==> config.mk <==
export PLATFORM = sky130hd
export DESIGN_NAME = yrl_queue
export DESIGN_NICKNAME = d
export VERILOG_FILES = /design/src/sv/yrl_pkg.sv /design/src/sv/yrl_queue.sv
export SDC_FILE = /design/constraint.sdc
export NUM_CORES = 1
export LEC_CHECK = 0
export ABC_AREA = 1
export BUFFER_PORTS_ARGS = -buffer_cell sky130_fd_sc_hd__buf_4
export CAP_MARGIN = 20
export CORE_MARGIN = 3
export CORE_UTILIZATION = 40
export CTS_CLUSTER_SIZE = 28
export DETAILED_ROUTE_END_ITERATION = 7
export GPL_ROUTABILITY_DRIVEN = 0
export PLACE_DENSITY = 0.66
export SLEW_MARGIN = 5
export SYNTH_ARGS = -nofsm -noshare
export SYNTH_HDL_FRONTEND = slang
export SYNTH_SLANG_ARGS = --single-unit
==> constraint.sdc <==
create_clock -name clock -period 5.55 [get_ports clock]
set_input_delay 0.555 -clock clock [delete_from_list [all_inputs] [get_ports clock]]
set_output_delay 0.555 -clock clock [all_outputs]
set_load 0.1 [all_outputs]
==> src/sv/yrl_pkg.sv <==
// ---------------------------------------------------------------------------
// Yaw rate limiter package
// Shared types, constants and helper functions of the yaw rate limiter.
// ---------------------------------------------------------------------------
`default_nettype none

package yrl_pkg;

   localparam int QUEUE_DEPTH_DEF = 2;

   // Configuration register indexes and reset values
   localparam logic [0:0]  CSR_MAX_RATE = 1'b0;
   localparam logic [0:0]  CSR_MIN_DIST = 1'b1;
   localparam logic [14:0] MAX_RATE_RST = 15'd25736;
   localparam logic [30:0] MIN_DIST_RST = 31'd6554;

   // Mode codes on the request side
   localparam logic [1:0] MODE_TRACK = 2'd0;
   localparam logic [1:0] MODE_HOLD  = 2'd1;

   localparam int ANG_W        = 18;
   localparam int CORD_W       = 36;
   localparam int Z_W          = 22;
   localparam int CORDIC_STEPS = 17;
   localparam int DIV_N_W      = 36;
   localparam int DIV_D_W      = 20;
   localparam int MC_W         = 16;

   localparam logic signed [ANG_W-1:0] PI_Q13     = 18'sd25736;
   localparam logic signed [ANG_W-1:0] TWO_PI_Q13 = 18'sd51472;
   localparam logic signed [Z_W-1:0]   PI_Q16     = 22'sd205887;
   localparam logic [DIV_D_W-1:0]      USEC_PER_S = 20'd1000000;
   localparam logic [DIV_N_W-1:0]      HALF_SEC   = 36'd500000;
   localparam logic signed [15:0]      RATE_MAX   = 16'sd32767;
   localparam logic signed [15:0]      RATE_MIN   = -16'sd32768;

   typedef enum logic [1:0] {
      KIND_TRACK = 2'd0,
      KIND_HOLD  = 2'd1,
      KIND_VOID  = 2'd2
   } kind_type;

   // One classified tick passed from the front to the back
   typedef struct packed {
      kind_type              kind;
      logic                  far;
      logic signed [31:0]    dir_x;
      logic signed [31:0]    dir_y;
      logic [19:0]           elapsed_us;
      logic [MC_W-1:0]       step_max;
   } item_type;

   typedef struct packed {
      logic full;
      logic empty;
   } queue_stat_type;

   function automatic logic [31:0] mag32(input logic signed [31:0] v);
      mag32 = v[31] ? 32'(-v) : 32'(v);
   endfunction

   // Arctangent of 2^-i in Q16 radians, first entry is pi/4
   function automatic logic signed [Z_W-1:0] atan_q16(input logic [4:0] i);
      case (i)
         5'd0:    atan_q16 = 22'sd51472;
         5'd1:    atan_q16 = 22'sd30386;
         5'd2:    atan_q16 = 22'sd16055;
         5'd3:    atan_q16 = 22'sd8150;
         5'd4:    atan_q16 = 22'sd4091;
         5'd5:    atan_q16 = 22'sd2047;
         5'd6:    atan_q16 = 22'sd1024;
         5'd7:    atan_q16 = 22'sd512;
         5'd8:    atan_q16 = 22'sd256;
         5'd9:    atan_q16 = 22'sd128;
         5'd10:   atan_q16 = 22'sd64;
         5'd11:   atan_q16 = 22'sd32;
         5'd12:   atan_q16 = 22'sd16;
         5'd13:   atan_q16 = 22'sd8;
         5'd14:   atan_q16 = 22'sd4;
         5'd15:   atan_q16 = 22'sd2;
         5'd16:   atan_q16 = 22'sd1;
         default: atan_q16 = 22'sd0;
      endcase
   endfunction

endpackage

`default_nettype wire

==> src/sv/yrl_queue.sv <==
// ---------------------------------------------------------------------------
// Yaw rate limiter queue
// Short first-in first-out queue of classified ticks.
// ---------------------------------------------------------------------------
`default_nettype none

module yrl_queue import yrl_pkg::*; #(
   parameter int DEPTH = QUEUE_DEPTH_DEF
) (
   input  wire logic     clock,
   input  wire logic     reset,
   input  wire logic     push,
   input  wire item_type push_item,
   input  wire logic     pop,
   output item_type      head_item,
   output queue_stat_type stat
);

   localparam int AW = (DEPTH > 1) ? $clog2(DEPTH) : 1;
   localparam int CW = $clog2(DEPTH + 1);

   item_type        mem_ff [DEPTH];
   logic [AW-1:0]   wr_ff, wr_in, rd_ff, rd_in;
   logic [CW-1:0]   cnt_ff, cnt_in;

   always_comb begin
      wr_in  = wr_ff;
      rd_in  = rd_ff;
      cnt_in = cnt_ff;
      if (push) begin
         wr_in = (wr_ff == AW'(DEPTH - 1)) ? '0 : wr_ff + 1'b1;
      end
      if (pop) begin
         rd_in = (rd_ff == AW'(DEPTH - 1)) ? '0 : rd_ff + 1'b1;
      end
      if (push && !pop) begin
         cnt_in = cnt_ff + 1'b1;
      end else if (pop && !push) begin
         cnt_in = cnt_ff - 1'b1;
      end
   end

   always_ff @(posedge clock) begin
      if (push) begin
         mem_ff[wr_ff] <= push_item;
      end
      if (reset) begin
         wr_ff  <= '0;
         rd_ff  <= '0;
         cnt_ff <= '0;
      end else begin
         wr_ff  <= wr_in;
         rd_ff  <= rd_in;
         cnt_ff <= cnt_in;
      end
   end

   assign head_item  = mem_ff[rd_ff];
   assign stat.full  = (cnt_ff == CW'(DEPTH));
   assign stat.empty = (cnt_ff == '0);

endmodule

`default_nettype wire

==> metrics.txt <==
status finished, final reports clean; initial drt markers 140; setup ws final 2.32 ns; DR DRC count 0; Synth Instances 353; kind of critical path flip-flop to output pin; multi-input logic area 1260 um2; Total Neg Setup Slack 0 ns; Core ar. 18,800 um2; largest net degree at the start of global routing 66; initial antenna violation count 0; f_max 0.310 GHz; area delta synth->final 32.2%; Reg area 6290 um2; # clock sinks 211; # fillers 1,506; Slew @ Worst Pin 0.891 ns; final number of setup-violating endpoints 0; Worst EP arrival 2.67 ns; vias per std cell 4.78; chip height 145 um; syn_nets 461; Congestion Overflow GR 0; full die area 20,900 um2; Tot Pwr 4.15 mW; area share of the largest cell type after synthesis 80.6%; number of synthesis warnings 0; sequential area share after synthesis 81.9%; cell taking the most area after synthesis edfxtp_1; critical path peak fanout 65; post-synthesis simple-gate area fraction 0.799%; diode count 0; WL/cell 17.7 um; number of global-route vias before repair 4,238; synthesized area 7670 um2; mux cell area share after synthesis 15.1%; Post-Synth XOR/XNOR Area 0.114%; Critical Path Start Type flip-flop; port bufs 211; ys flop type edfxtp_1; main combinational cell family by area after synthesis multiplexers; final-stage net count 689; layout cells sized above 1 58.5%; row cnt 50; async set-reset flop share out of synthesis 0%; worst r2r path cells 3; RR Startpoint wr_ff; fin crit share 58.1%; top post-synthesis cells by count 206 x edfxtp_1, 103 x mux2_2, 9 x inv_1; Slew Limit Fails 0; Final ANT Viol Nets 0; hpwl dp 9740 um; number of synthesized flops with an enable pin 206; relative slew slack 40.6%; #FFs+latches synth 211; post-route cell area 10,100 um2; Power Density 409 nW/um2; RSZ-0062 raised after global routing false; CP Capture Point head_item[91]; Synth area leaders edfxtp_1 81%, mux2_2 15%, dfxtp_1 1.3%, buf_6 1.0%, inv_1 0.44%; area share of fa/ha/maj cells after synthesis 0.163%; Top-Level Pins 212; fin crit period 3.23 ns; post-CTS sizing 0; Critical Path Sink Type output pin; Worst Clk Skew 0.00874 ns; htree depth 1; Synth Area in Compound Gates 0.130%; DP Worst Slack 2.74 ns; r2r setup slk 3.38 ns; total track usage 13.3%; first-pass GRT wire length 21,600 um; postcts setup bufs 0; Min-Delay Path Class primary input to flip-flop; most common cell in the synthesized netlist edfxtp_1; Clock Tree Root clkbuf_16; post-place instance area 9490 um2; VDD IR max 0.248 mV; Final Hold Vio Count 0; Starting Density 40.9%; final wirelength 14,700 um; Hold-fix buffers, CTS 0; DRT Pass-1 Iters 4; number of library cell types mapped by synthesis 16; total CTS buffers 22; Die Wd 145 um; Via Count 3,976; Leak 3.80 nW; WP data required 4.99 ns; CTS tree built; reg2reg end mem_ff[1][22]; Max Cap Violations 0; Longest Clk Path Bufs 3; worst-skew pair later-pin latency 0.49 ns; Reg clk slew, reported paths 0.06 ns; syn avg cell area 21.7 um2
[power breakdown]
part	leakage [nW]	internal, mW	switching, mW
logic	1.50	0.230	0.721
clock network	0.320	0.757	0.557
registers	1.98	1.85	0.0368
[worst max-delay path: stages, from the launching register on]
cell,delay [ns]
dfxtp_4,0.92
buf_4,0.57
mux2_2,0.42
buf_4,0.24
[final cells by class]
| cell class | count | area share [%] |
|---|---|---|
| Multi-Input combinational cell | 122 | 12.4 |
| Clock inverter | 11 | 0.506 |
| Inverter | 9 | 0.358 |
| Sequential cell | 211 | 62.0 |
| Timing Repair Buffer | 215 | 15.9 |
| Tap cell | 234 | 2.89 |
| Clock buffer | 29 | 5.90 |
[through the flow]
stage,util [%],cells,hold WS (ns)
after global placement,50.6,791,0.492
final,54.0,831,0.243
after CTS,54.0,831,0.222
after detailed placement,50.6,791,0.520
after floorplan,-,353,0.480
after global routing,54.0,831,0.221
[logic make-up (layout without fill, tap and decap cells)]
group,count (synthesis),after routing
AO/OA/AOI/OAI,2,2
XOR/XNOR,1,1
adder cells (fa/ha/maj),1,1
buffers and inverters,20,264
flip-flops,211,211
multiplexers,103,103
AND/OR/NAND/NOR,15,15
[flip-flops by register name, indices dropped and copies added, names as in the netlist, named ones only]
register	flops
rd_ff	1
wr_ff	1
mem_ff	206
cnt_ff	2
[worst min path at each step]
stage | start | end | slack (ns) | cells past startpoint
global placement | rd_ff | flip-flop | 0.49 | 2
floorplan | rd_ff | flip-flop | 0.48 | 2
finish | push_item[44] | mem_ff[0][44] | 0.24 | 1
global route | push_item[11] | mem_ff[0][11] | 0.22 | 1
CTS | push_item[44] | mem_ff[0][44] | 0.22 | 1
detailed placement | rd_ff | flip-flop | 0.52 | 2
[metal layers]
| metal | up-vias | GRT usage (%) | share of wire, % |
|---|---|---|---|
| li1 | 1837 | - | - |
| met4 | 0 | 4.91 | 3.1 |
| met3 | 32 | 4.46 | 8.1 |
| met1 | 1951 | 16.2 | 40 |
| met5 | - | 0 | 0 |
| met2 | 156 | 22.0 | 48 |
[cell usage in the layout (no fill, tap or decap), types with 4 or more instances in the layout]
cell type / Yosys / final
nor2_1: 7 / 6
inv_1: 9 / 8
buf_4: 1 / 215
clkinv_2: 0 / 4
clkbuf_16: 0 / 23
nand2_1: 5 / 5
clkinv_1: 0 / 6
mux2_2: 103 / 103
edfxtp_1: 206 / 206
clkbuf_1: 0 / 6
dfxtp_1: 5 / 4
Power figures use the tool's default switching activity.
