## config.mk

```make
export PLATFORM = sky130hd
export DESIGN_NAME = yrl_back
export DESIGN_NICKNAME = d
export VERILOG_FILES = /design/src/sv/yrl_pkg.sv /design/src/sv/yrl_div.sv /design/src/sv/yrl_back.sv
export SDC_FILE = /design/constraint.sdc
export NUM_CORES = 2
export LEC_CHECK = 0
export ABC_AREA = 1
export BUFFER_PORTS_ARGS = -buffer_cell sky130_fd_sc_hd__buf_2
export CORE_UTILIZATION = 45
export CTS_CLUSTER_DIAMETER = 100
export DETAILED_ROUTE_END_ITERATION = 6
export PLACE_DENSITY = 0.71
export SLEW_MARGIN = 25
export SYNTH_ARGS = -nofsm -noshare
export SYNTH_HDL_FRONTEND = slang
export SYNTH_HIERARCHICAL = 1
export SYNTH_SLANG_ARGS = --single-unit
```

## constraint.sdc

```tcl
create_clock -name clock -period 19.9 [get_ports clock]
set_clock_uncertainty 0.15 [all_clocks]
set_input_delay 0 -clock clock [delete_from_list [all_inputs] [get_ports clock]]
set_output_delay 0 -clock clock [all_outputs]
set_load 0.02 [all_outputs]
```

## src/sv/yrl_pkg.sv

```systemverilog
// ---------------------------------------------------------------------------
// Yaw rate limiter package
// Shared types, constants and helper functions of the yaw rate limiter.
// ---------------------------------------------------------------------------
`default_nettype none

package yrl_pkg;

   localparam int QUEUE_DEPTH_DEF = 2;

   // Configuration register indexes and reset values
   localparam logic [0:0]  CSR_MAX_RATE = 1'b0;
   localparam logic [0:0]  CSR_MIN_DIST = 1'b1;
   localparam logic [14:0] MAX_RATE_RST = 15'd25736;
   localparam logic [30:0] MIN_DIST_RST = 31'd6554;

   // Mode codes on the request side
   localparam logic [1:0] MODE_TRACK = 2'd0;
   localparam logic [1:0] MODE_HOLD  = 2'd1;

   localparam int ANG_W        = 18;
   localparam int CORD_W       = 36;
   localparam int Z_W          = 22;
   localparam int CORDIC_STEPS = 17;
   localparam int DIV_N_W      = 36;
   localparam int DIV_D_W      = 20;
   localparam int MC_W         = 16;

   localparam logic signed [ANG_W-1:0] PI_Q13     = 18'sd25736;
   localparam logic signed [ANG_W-1:0] TWO_PI_Q13 = 18'sd51472;
   localparam logic signed [Z_W-1:0]   PI_Q16     = 22'sd205887;
   localparam logic [DIV_D_W-1:0]      USEC_PER_S = 20'd1000000;
   localparam logic [DIV_N_W-1:0]      HALF_SEC   = 36'd500000;
   localparam logic signed [15:0]      RATE_MAX   = 16'sd32767;
   localparam logic signed [15:0]      RATE_MIN   = -16'sd32768;

   typedef enum logic [1:0] {
      KIND_TRACK = 2'd0,
      KIND_HOLD  = 2'd1,
      KIND_VOID  = 2'd2
   } kind_type;

   // One classified tick passed from the front to the back
   typedef struct packed {
      kind_type              kind;
      logic                  far;
      logic signed [31:0]    dir_x;
      logic signed [31:0]    dir_y;
      logic [19:0]           elapsed_us;
      logic [MC_W-1:0]       step_max;
   } item_type;

   typedef struct packed {
      logic full;
      logic empty;
   } queue_stat_type;

   function automatic logic [31:0] mag32(input logic signed [31:0] v);
      mag32 = v[31] ? 32'(-v) : 32'(v);
   endfunction

   // Arctangent of 2^-i in Q16 radians, first entry is pi/4
   function automatic logic signed [Z_W-1:0] atan_q16(input logic [4:0] i);
      case (i)
         5'd0:    atan_q16 = 22'sd51472;
         5'd1:    atan_q16 = 22'sd30386;
         5'd2:    atan_q16 = 22'sd16055;
         5'd3:    atan_q16 = 22'sd8150;
         5'd4:    atan_q16 = 22'sd4091;
         5'd5:    atan_q16 = 22'sd2047;
         5'd6:    atan_q16 = 22'sd1024;
         5'd7:    atan_q16 = 22'sd512;
         5'd8:    atan_q16 = 22'sd256;
         5'd9:    atan_q16 = 22'sd128;
         5'd10:   atan_q16 = 22'sd64;
         5'd11:   atan_q16 = 22'sd32;
         5'd12:   atan_q16 = 22'sd16;
         5'd13:   atan_q16 = 22'sd8;
         5'd14:   atan_q16 = 22'sd4;
         5'd15:   atan_q16 = 22'sd2;
         5'd16:   atan_q16 = 22'sd1;
         default: atan_q16 = 22'sd0;
      endcase
   endfunction

endpackage

`default_nettype wire

```

## src/sv/yrl_div.sv

```systemverilog
// ---------------------------------------------------------------------------
// Yaw rate limiter divider
// Restoring unsigned divider, one quotient bit per cycle.
// ---------------------------------------------------------------------------
`default_nettype none

module yrl_div import yrl_pkg::*; (
   input  wire logic               clock,
   input  wire logic               reset,
   input  wire logic               start,
   input  wire logic [DIV_N_W-1:0] dividend,
   input  wire logic [DIV_D_W-1:0] divisor,
   output logic                    done,
   output logic [DIV_N_W-1:0]      quotient
);

   localparam int CNT_W = $clog2(DIV_N_W + 1);

   logic [DIV_N_W-1:0] quo_ff, quo_in;
   logic [DIV_D_W-1:0] rem_ff, rem_in, div_ff, div_in;
   logic [CNT_W-1:0]   cnt_ff, cnt_in;
   logic               run_ff, run_in, done_ff, done_in;
   logic [DIV_D_W:0]   trial;
   logic               fits;

   assign trial = {rem_ff, quo_ff[DIV_N_W-1]};
   assign fits  = trial >= {1'b0, div_ff};

   always_comb begin
      quo_in  = quo_ff;
      rem_in  = rem_ff;
      div_in  = div_ff;
      cnt_in  = cnt_ff;
      run_in  = run_ff;
      done_in = 1'b0;
      if (start) begin
         quo_in = dividend;
         rem_in = '0;
         div_in = divisor;
         cnt_in = CNT_W'(DIV_N_W);
         run_in = 1'b1;
      end else if (run_ff) begin
         rem_in = fits ? DIV_D_W'(trial - {1'b0, div_ff}) : DIV_D_W'(trial);
         quo_in = {quo_ff[DIV_N_W-2:0], fits};
         cnt_in = cnt_ff - 1'b1;
         if (cnt_ff == CNT_W'(1)) begin
            run_in  = 1'b0;
            done_in = 1'b1;
         end
      end
   end

   always_ff @(posedge clock) begin
      quo_ff <= quo_in;
      rem_ff <= rem_in;
      div_ff <= div_in;
      cnt_ff <= cnt_in;
      if (reset) begin
         run_ff  <= 1'b0;
         done_ff <= 1'b0;
      end else begin
         run_ff  <= run_in;
         done_ff <= done_in;
      end
   end

   assign done     = done_ff;
   assign quotient = quo_ff;

endmodule

`default_nettype wire

```

## src/sv/yrl_back.sv

```systemverilog
// ---------------------------------------------------------------------------
// Yaw rate limiter back end
// Heading by CORDIC, step limiting with wrap, rate division and smoothing.
// ---------------------------------------------------------------------------
`default_nettype none

module yrl_back import yrl_pkg::*; (
   input  wire logic        clock,
   input  wire logic        reset,
   input  wire logic [14:0] max_rate,
   input  wire item_type    q_item,
   input  wire logic        q_empty,
   output logic             q_pop,
   output logic             rsp_tvalid,
   input  wire logic        rsp_tready,
   output logic [15:0]      rsp_yaw,
   output logic [15:0]      rsp_rate
);

   typedef enum logic [7:0] {
      B_IDLE = 8'b00000001,
      B_PRE  = 8'b00000010,
      B_NORM = 8'b00000100,
      B_CORD = 8'b00001000,
      B_HEAD = 8'b00010000,
      B_LIM  = 8'b00100000,
      B_DIV  = 8'b01000000,
      B_FIN  = 8'b10000000
   } bstate_type;

   localparam logic signed [CORD_W-1:0] NORM_LIM = CORD_W'(64'sd1 << 30);

   bstate_type                 state_ff, state_in;
   item_type                   cur_ff, cur_in;
   logic signed [CORD_W-1:0]   x_ff, x_in, y_ff, y_in;
   logic signed [Z_W-1:0]      z_ff, z_in;
   logic [4:0]                 i_ff, i_in;
   logic signed [ANG_W-1:0]    tgt_ff, tgt_in, yaw_ff, yaw_in;
   logic signed [15:0]         rate_ff, rate_in;
   logic                       neg_ff, neg_in;
   logic signed [15:0]         last_yaw_ff, last_yaw_in, last_rate_ff, last_rate_in;
   logic                       ov_ff, ov_in;
   logic [15:0]                oy_ff, oy_in, or_ff, or_in;

   logic signed [CORD_W-1:0]   sx, sy, ax, ay;
   logic signed [Z_W-1:0]      zr;
   logic signed [ANG_W-1:0]    last, mc, maxr, d, ch;
   logic [16:0]                dmag;
   logic                       div_start, div_done;
   logic [DIV_N_W-1:0]         div_num, div_quo;
   logic                       out_free;

   assign last = ANG_W'(last_yaw_ff);
   assign mc   = $signed({2'b00, cur_ff.step_max});
   assign maxr = $signed({3'b000, max_rate});
   assign d    = tgt_ff - last;
   assign dmag = d[ANG_W-1] ? 17'(-d) : 17'(d);
   assign sx   = x_ff >>> i_ff;
   assign sy   = y_ff >>> i_ff;
   assign ax   = x_ff;
   assign ay   = y_ff[CORD_W-1] ? -y_ff : y_ff;
   assign zr   = (z_ff + Z_W'(4)) >>> 3;
   assign ch   = (yaw_ff - last < 0) ? last - yaw_ff : yaw_ff - last;
   assign div_num = 36'(37'(dmag) * 37'(USEC_PER_S)) + 36'(cur_ff.elapsed_us >> 1);
   assign out_free = !ov_ff || rsp_tready;

   yrl_div u_div (
      .clock    (clock),
      .reset    (reset),
      .start    (div_start),
      .dividend (div_num),
      .divisor  (cur_ff.elapsed_us),
      .done     (div_done),
      .quotient (div_quo)
   );

   always_comb begin
      state_in     = state_ff;
      cur_in       = cur_ff;
      x_in         = x_ff;
      y_in         = y_ff;
      z_in         = z_ff;
      i_in         = i_ff;
      tgt_in       = tgt_ff;
      yaw_in       = yaw_ff;
      rate_in      = rate_ff;
      neg_in       = neg_ff;
      last_yaw_in  = last_yaw_ff;
      last_rate_in = last_rate_ff;
      ov_in        = ov_ff && !rsp_tready;
      oy_in        = oy_ff;
      or_in        = or_ff;
      q_pop        = 1'b0;
      div_start    = 1'b0;
      unique case (state_ff)
         B_IDLE: begin
            if (!q_empty) begin
               q_pop  = 1'b1;
               cur_in = q_item;
               tgt_in = last;
               if (q_item.kind != KIND_TRACK) begin
                  state_in = B_FIN;
               end else if (q_item.far) begin
                  state_in = B_PRE;
               end else begin
                  state_in = B_LIM;
               end
            end
         end
         B_PRE: begin
            x_in = CORD_W'(cur_ff.dir_x);
            y_in = CORD_W'(cur_ff.dir_y);
            z_in = '0;
            // A vector pointing backwards is turned half a circle first.
            if (cur_ff.dir_x < 0) begin
               x_in = -CORD_W'(cur_ff.dir_x);
               y_in = -CORD_W'(cur_ff.dir_y);
               z_in = (cur_ff.dir_y >= 0) ? PI_Q16 : -PI_Q16;
            end
            state_in = B_NORM;
         end
         B_NORM: begin
            if (ax < NORM_LIM && ay < NORM_LIM) begin
               x_in = x_ff <<< 1;
               y_in = y_ff <<< 1;
            end else begin
               i_in     = '0;
               state_in = B_CORD;
            end
         end
         B_CORD: begin
            if (y_ff >= 0) begin
               x_in = x_ff + sy;
               y_in = y_ff - sx;
               z_in = z_ff + atan_q16(i_ff);
            end else begin
               x_in = x_ff - sy;
               y_in = y_ff + sx;
               z_in = z_ff - atan_q16(i_ff);
            end
            i_in = i_ff + 1'b1;
            if (i_ff == 5'(CORDIC_STEPS - 1)) begin
               state_in = B_HEAD;
            end
         end
         B_HEAD: begin
            if (zr > Z_W'(PI_Q13)) begin
               tgt_in = PI_Q13;
            end else if (zr < -Z_W'(PI_Q13)) begin
               tgt_in = -PI_Q13;
            end else begin
               tgt_in = ANG_W'(zr);
            end
            state_in = B_LIM;
         end
         B_LIM: begin
            state_in = B_FIN;
            if (d > PI_Q13) begin
               rate_in = -16'(maxr);
               if (d - TWO_PI_Q13 < -mc) begin
                  yaw_in = last - mc;
                  if (last - mc < -PI_Q13) yaw_in = last - mc + TWO_PI_Q13;
               end else begin
                  yaw_in = tgt_ff;
               end
            end else if (d < -PI_Q13) begin
               rate_in = 16'(maxr);
               if (d + TWO_PI_Q13 > mc) begin
                  yaw_in = last + mc;
                  if (last + mc > PI_Q13) yaw_in = last + mc - TWO_PI_Q13;
               end else begin
                  yaw_in = tgt_ff;
               end
            end else if (d < -mc) begin
               rate_in = -16'(maxr);
               yaw_in  = last - mc;
               if (last - mc < -PI_Q13) yaw_in = last - mc + TWO_PI_Q13;
            end else if (d > mc) begin
               rate_in = 16'(maxr);
               yaw_in  = last + mc;
               if (last + mc > PI_Q13) yaw_in = last + mc - TWO_PI_Q13;
            end else begin
               yaw_in    = tgt_ff;
               neg_in    = d[ANG_W-1];
               div_start = 1'b1;
               state_in  = B_DIV;
            end
         end
         B_DIV: begin
            if (div_done) begin
               if (neg_ff) begin
                  rate_in = (div_quo > 36'd32768) ? RATE_MIN : -16'(div_quo);
               end else begin
                  rate_in = (div_quo > 36'd32767) ? RATE_MAX : 16'(div_quo);
               end
               state_in = B_FIN;
            end
         end
         B_FIN: begin
            if (out_free) begin
               ov_in    = 1'b1;
               state_in = B_IDLE;
               case (cur_ff.kind)
                  KIND_TRACK: begin
                     logic signed [ANG_W-1:0] y_s;
                     logic signed [16:0]      r_s;
                     y_s = (ch <= mc) ? (last + yaw_ff) >>> 1 : yaw_ff;
                     r_s = (17'(last_rate_ff) + 17'(rate_ff)) >>> 1;
                     last_yaw_in  = 16'(y_s);
                     last_rate_in = 16'(r_s);
                     oy_in        = 16'(y_s);
                     or_in        = 16'(r_s);
                  end
                  KIND_HOLD: begin
                     oy_in = last_yaw_ff;
                     or_in = '0;
                  end
                  default: begin
                     last_yaw_in = '0;
                     oy_in       = '0;
                     or_in       = '0;
                  end
               endcase
            end
         end
         default: state_in = B_IDLE;
      endcase
   end

   always_ff @(posedge clock) begin
      cur_ff  <= cur_in;
      x_ff    <= x_in;
      y_ff    <= y_in;
      z_ff    <= z_in;
      i_ff    <= i_in;
      tgt_ff  <= tgt_in;
      yaw_ff  <= yaw_in;
      rate_ff <= rate_in;
      neg_ff  <= neg_in;
      oy_ff   <= oy_in;
      or_ff   <= or_in;
      if (reset) begin
         state_ff     <= B_IDLE;
         last_yaw_ff  <= '0;
         last_rate_ff <= '0;
         ov_ff        <= 1'b0;
      end else begin
         state_ff     <= state_in;
         last_yaw_ff  <= last_yaw_in;
         last_rate_ff <= last_rate_in;
         ov_ff        <= ov_in;
      end
   end

   assign rsp_tvalid = ov_ff;
   assign rsp_yaw    = oy_ff;
   assign rsp_rate   = or_ff;

endmodule

`default_nettype wire

```

==> flow_summary.yaml <==
outcome:
  result_of_the_run: "completed"
placed_design:
  gpl.final_weighted_congestion: 1.016
  buffer_ports.inserted: 155
  place.detailed.hpwl_um: 137400
  pre_cts_ws_ns: 10.70
setup_path:
  endpoint_kind: "flip-flop"
  crit_top_cell: "sky130_fd_sc_hd__nand2_1"
  highest_net_fanout_along_the_worst_path: 8
  arrival_ns: 9.50
  worst_setup_path_start_kind: "flip-flop"
  critPathRequiredTime_ns: 20.16
  critical_path.max_stage_delay_ns: 0.67
  timing.critical_path.slowest_stage_cell: "sky130_fd_sc_hd__xor2_1"
  worst-setup-path-type: "reg -> reg"
floorplan:
  core_region_area_sq_um: 109200
  fp-row-count: 121
  initial_utilization_pct: 45.54
  die-area_sq_um: 111800
  die-width_um: 334.4
  die_y_um: 334.4
  pin_count: 156
logic_synthesis:
  yosys_most_used_dff: "sky130_fd_sc_hd__edfxtp_1"
  yosys_warnings: 6
  syn_area_per_cell_sq_um: 6.641
  synth_top_cells_by_count: "2149 x sky130_fd_sc_hd__nand2_1, 1067 x sky130_fd_sc_hd__inv_1, 544 x sky130_fd_sc_hd__nor2_1, 541 x sky130_fd_sc_hd__nand3_1, 455 x sky130_fd_sc_hd__a21oi_1"
  post-synth-top-count-cell: "sky130_fd_sc_hd__nand2_1"
  synth.largest_area_cell: "sky130_fd_sc_hd__edfxtp_1"
  yosysSeqAreaShare_pct: 24.08
  synth_top_area_share_pct: 20.66
  share_of_flip_flops_with_an_asynchronous_set_or_reset_pct: 0
  synth_area_sq_um: 49710
  yosys.cell_types.count: 71
  synth-seq-cells: 427
  synthesized_nets: 8120
  synth_cells: 7485
  number_of_enable_flip_flop_cells_after_synthesis: 342
  post_synth_main_area_contributors: "sky130_fd_sc_hd__edfxtp_1 21%, sky130_fd_sc_hd__nand2_1 16%, sky130_fd_sc_hd__ha_1 11%, sky130_fd_sc_hd__inv_1 8.1%, sky130_fd_sc_hd__nand3_1 5.4%"
timing:
  setup_viol: 0
  timing.final.ws_setup_ns: 10.67
  rsz0062_at_grt: "no"
  max_freq_mhz: 108.3
  maxSlewViolCount: 0
  fin_tns_setup_ns: 0
  fin_crit_ns: 9.235
  slew-limit-headroom_pct: 34.41
  layout_worst_path_cycle_share_pct: 46.41
  worst_slew_pin_slew_ns: 0.9715
  final_hold_viol_count: 0
cts:
  clk_transition_reported_paths_ns: 0.06
  htreeDepth: 2
  cts_tree: "done"
  cts_inserted_buffers: 54
  clock_sinks: 427
  cts_max_path_buffers: 3
  worstSkewPairLatency_ns: 0.69
  clock-root-buffer: "sky130_fd_sc_hd__clkbuf_16"
cells_and_area:
  drive_above_1_share_pct: 6.275
  fillerInstances: 10900
  nets: 8399
  post-route-util_pct: 51.06
  antennaDiodeCount: 0
  syn_to_final_growth_pct: 12.12
routing:
  route.vias.total: 51380
  post_drt_wl_per_cell_um: 18.93
  drt-pass1-iter-count: 6
  finalWirelength_um: 175700
  antenna_violating_nets_post_route: 0
  drt_iter0_markers: 4906
  detail_route.vias_per_cell: 5.533
  drc: 0
job:
  cap_viol_max_count: 0
grt:
  grt_max_degree: 130
  grt_antenna_before_repair: 4
  global_route.overflow_total: 0
  vias_in_the_first_global_route: 47980
  all_layer_gr_usage_pct: 30.54
  grt_first_pass_wirelength_um: 268700
hold_path:
  holdCritPathClass: "in -> reg"
==> stage by stage <==
step / hold slack [ns] / cells / instance area [sq um]
after floorplan: -0.07385 / 7485 / 49710
after global placement: 0.02699 / 8948 / 51600
after detailed placement: 0.02810 / 8948 / 51600
after CTS: 0.1857 / 9285 / 55720
after global routing: 0.2184 / 9285 / 55730
final: 0.2184 / 9285 / 55730
==> kinds of logic (layout without fill, tap and decap cells) <==
kind of cell,Yosys count,count (layout),synth area share [%]
adders and majority gates,513,513,13.95
AOI/OAI and AO/OA,1224,1224,13.78
and+or+nand+nor,3683,3683,31.70
muxes,34,34,0.6847
xor gates and xnor gates,299,299,5.336
buffers and inverters,1305,1629,10.46
DFF,427,427,24.08
==> layout by cell type (no fill, tap or decap), types with 51 or more instances in the layout <==
| cell type | count |
|---|---|
| sky130_fd_sc_hd__a21oi_1 | 455 |
| sky130_fd_sc_hd__buf_2 | 155 |
| sky130_fd_sc_hd__clkbuf_16 | 56 |
| sky130_fd_sc_hd__dfxtp_1 | 85 |
| sky130_fd_sc_hd__dlygate4sd3_1 | 236 |
| sky130_fd_sc_hd__edfxtp_1 | 342 |
| sky130_fd_sc_hd__fa_1 | 69 |
| sky130_fd_sc_hd__ha_1 | 444 |
| sky130_fd_sc_hd__inv_1 | 1064 |
| sky130_fd_sc_hd__nand2_1 | 2149 |
| sky130_fd_sc_hd__nand3_1 | 541 |
| sky130_fd_sc_hd__nand4_1 | 111 |
| sky130_fd_sc_hd__nor2_1 | 542 |
| sky130_fd_sc_hd__nor3_1 | 102 |
| sky130_fd_sc_hd__o211ai_1 | 51 |
| sky130_fd_sc_hd__o21ai_0 | 415 |
| sky130_fd_sc_hd__o21ai_1 | 85 |
| sky130_fd_sc_hd__or2_2 | 55 |
| sky130_fd_sc_hd__xnor2_1 | 81 |
| sky130_fd_sc_hd__xor2_1 | 215 |
==> sequential cells by signal, indices dropped and copies added (netlist names), 5 cells and up, named ones only <==
name            count
cur_ff            102
ax                 36
u_div/quotient     36
y_ff               36
z_ff               22
u_div/div_ff       20
u_div/rem_ff       20
tgt_ff             18
yaw_ff             18
last_rate_ff       16
last_yaw_ff        16
rate_ff            16
rsp_rate           16
rsp_yaw            16
state_ff            8
u_div/cnt_ff        6
i_ff                5
==> layer usage <==
| metal | GRT usage (%) | routed length [um] |
|---|---|---|
| met1 | 39.48 | 74460 |
| met2 | 50.48 | 80140 |
| met3 | 3.525 | 11940 |
| met4 | 14.83 | 9151 |
| met5 | 0 | 52 |
==> area by class of cell <==
cell class                 instances  area (sq um)  area share, %
clock buffer                      64          1441          2.586
timing repair buffer             432          3462          6.212
inverter                        1096          4114          7.381
multi-input combinational       5753         32580          58.46
tap                             1476          1847          3.314
clock inverter                    37         316.6         0.5680
sequential                       427         11970          21.48
==> final timing paths <==
kind,start,end,slack [ns],cells after the start
worst max-delay path,last_yaw_ff[1],u_div/quotient[35],10.67,38
worst min-delay path,max_rate[2],rate_ff[2],0.22,5
worst max register to register,last_yaw_ff[1],u_div/quotient[35],10.67,38
worst min register to register,u_div/rem_ff[11],u_div/rem_ff[11],0.32,2
==> worst max-delay path: cells and delay by family, from the launching register on <==
| kind | cells | cell delay, ns |
|---|---|---|
| flip-flops | 1 | 0.53 |
| AND/OR/NAND/NOR | 20 | 2.12 |
| adder cells (fa/ha/maj) | 9 | 3.87 |
| XOR/XNOR | 3 | 1.70 |
| buffers and inverters | 6 | 0.59 |
==> timing repair <==
| item | in CTS | in global routing |
|---|---|---|
| hold buffers | 236 | 0 |
| buffers inserted | 0 | 0 |
| hold endpoints to repair | 150 | 0 |
| gates resized for setup | 0 | 0 |
| endpoints found under the setup margin | 0 | 0 |
Power is left out: the tool's default activity adds up to more than one toggle a clock period on the data nets, which glitch-free logic cannot reach.
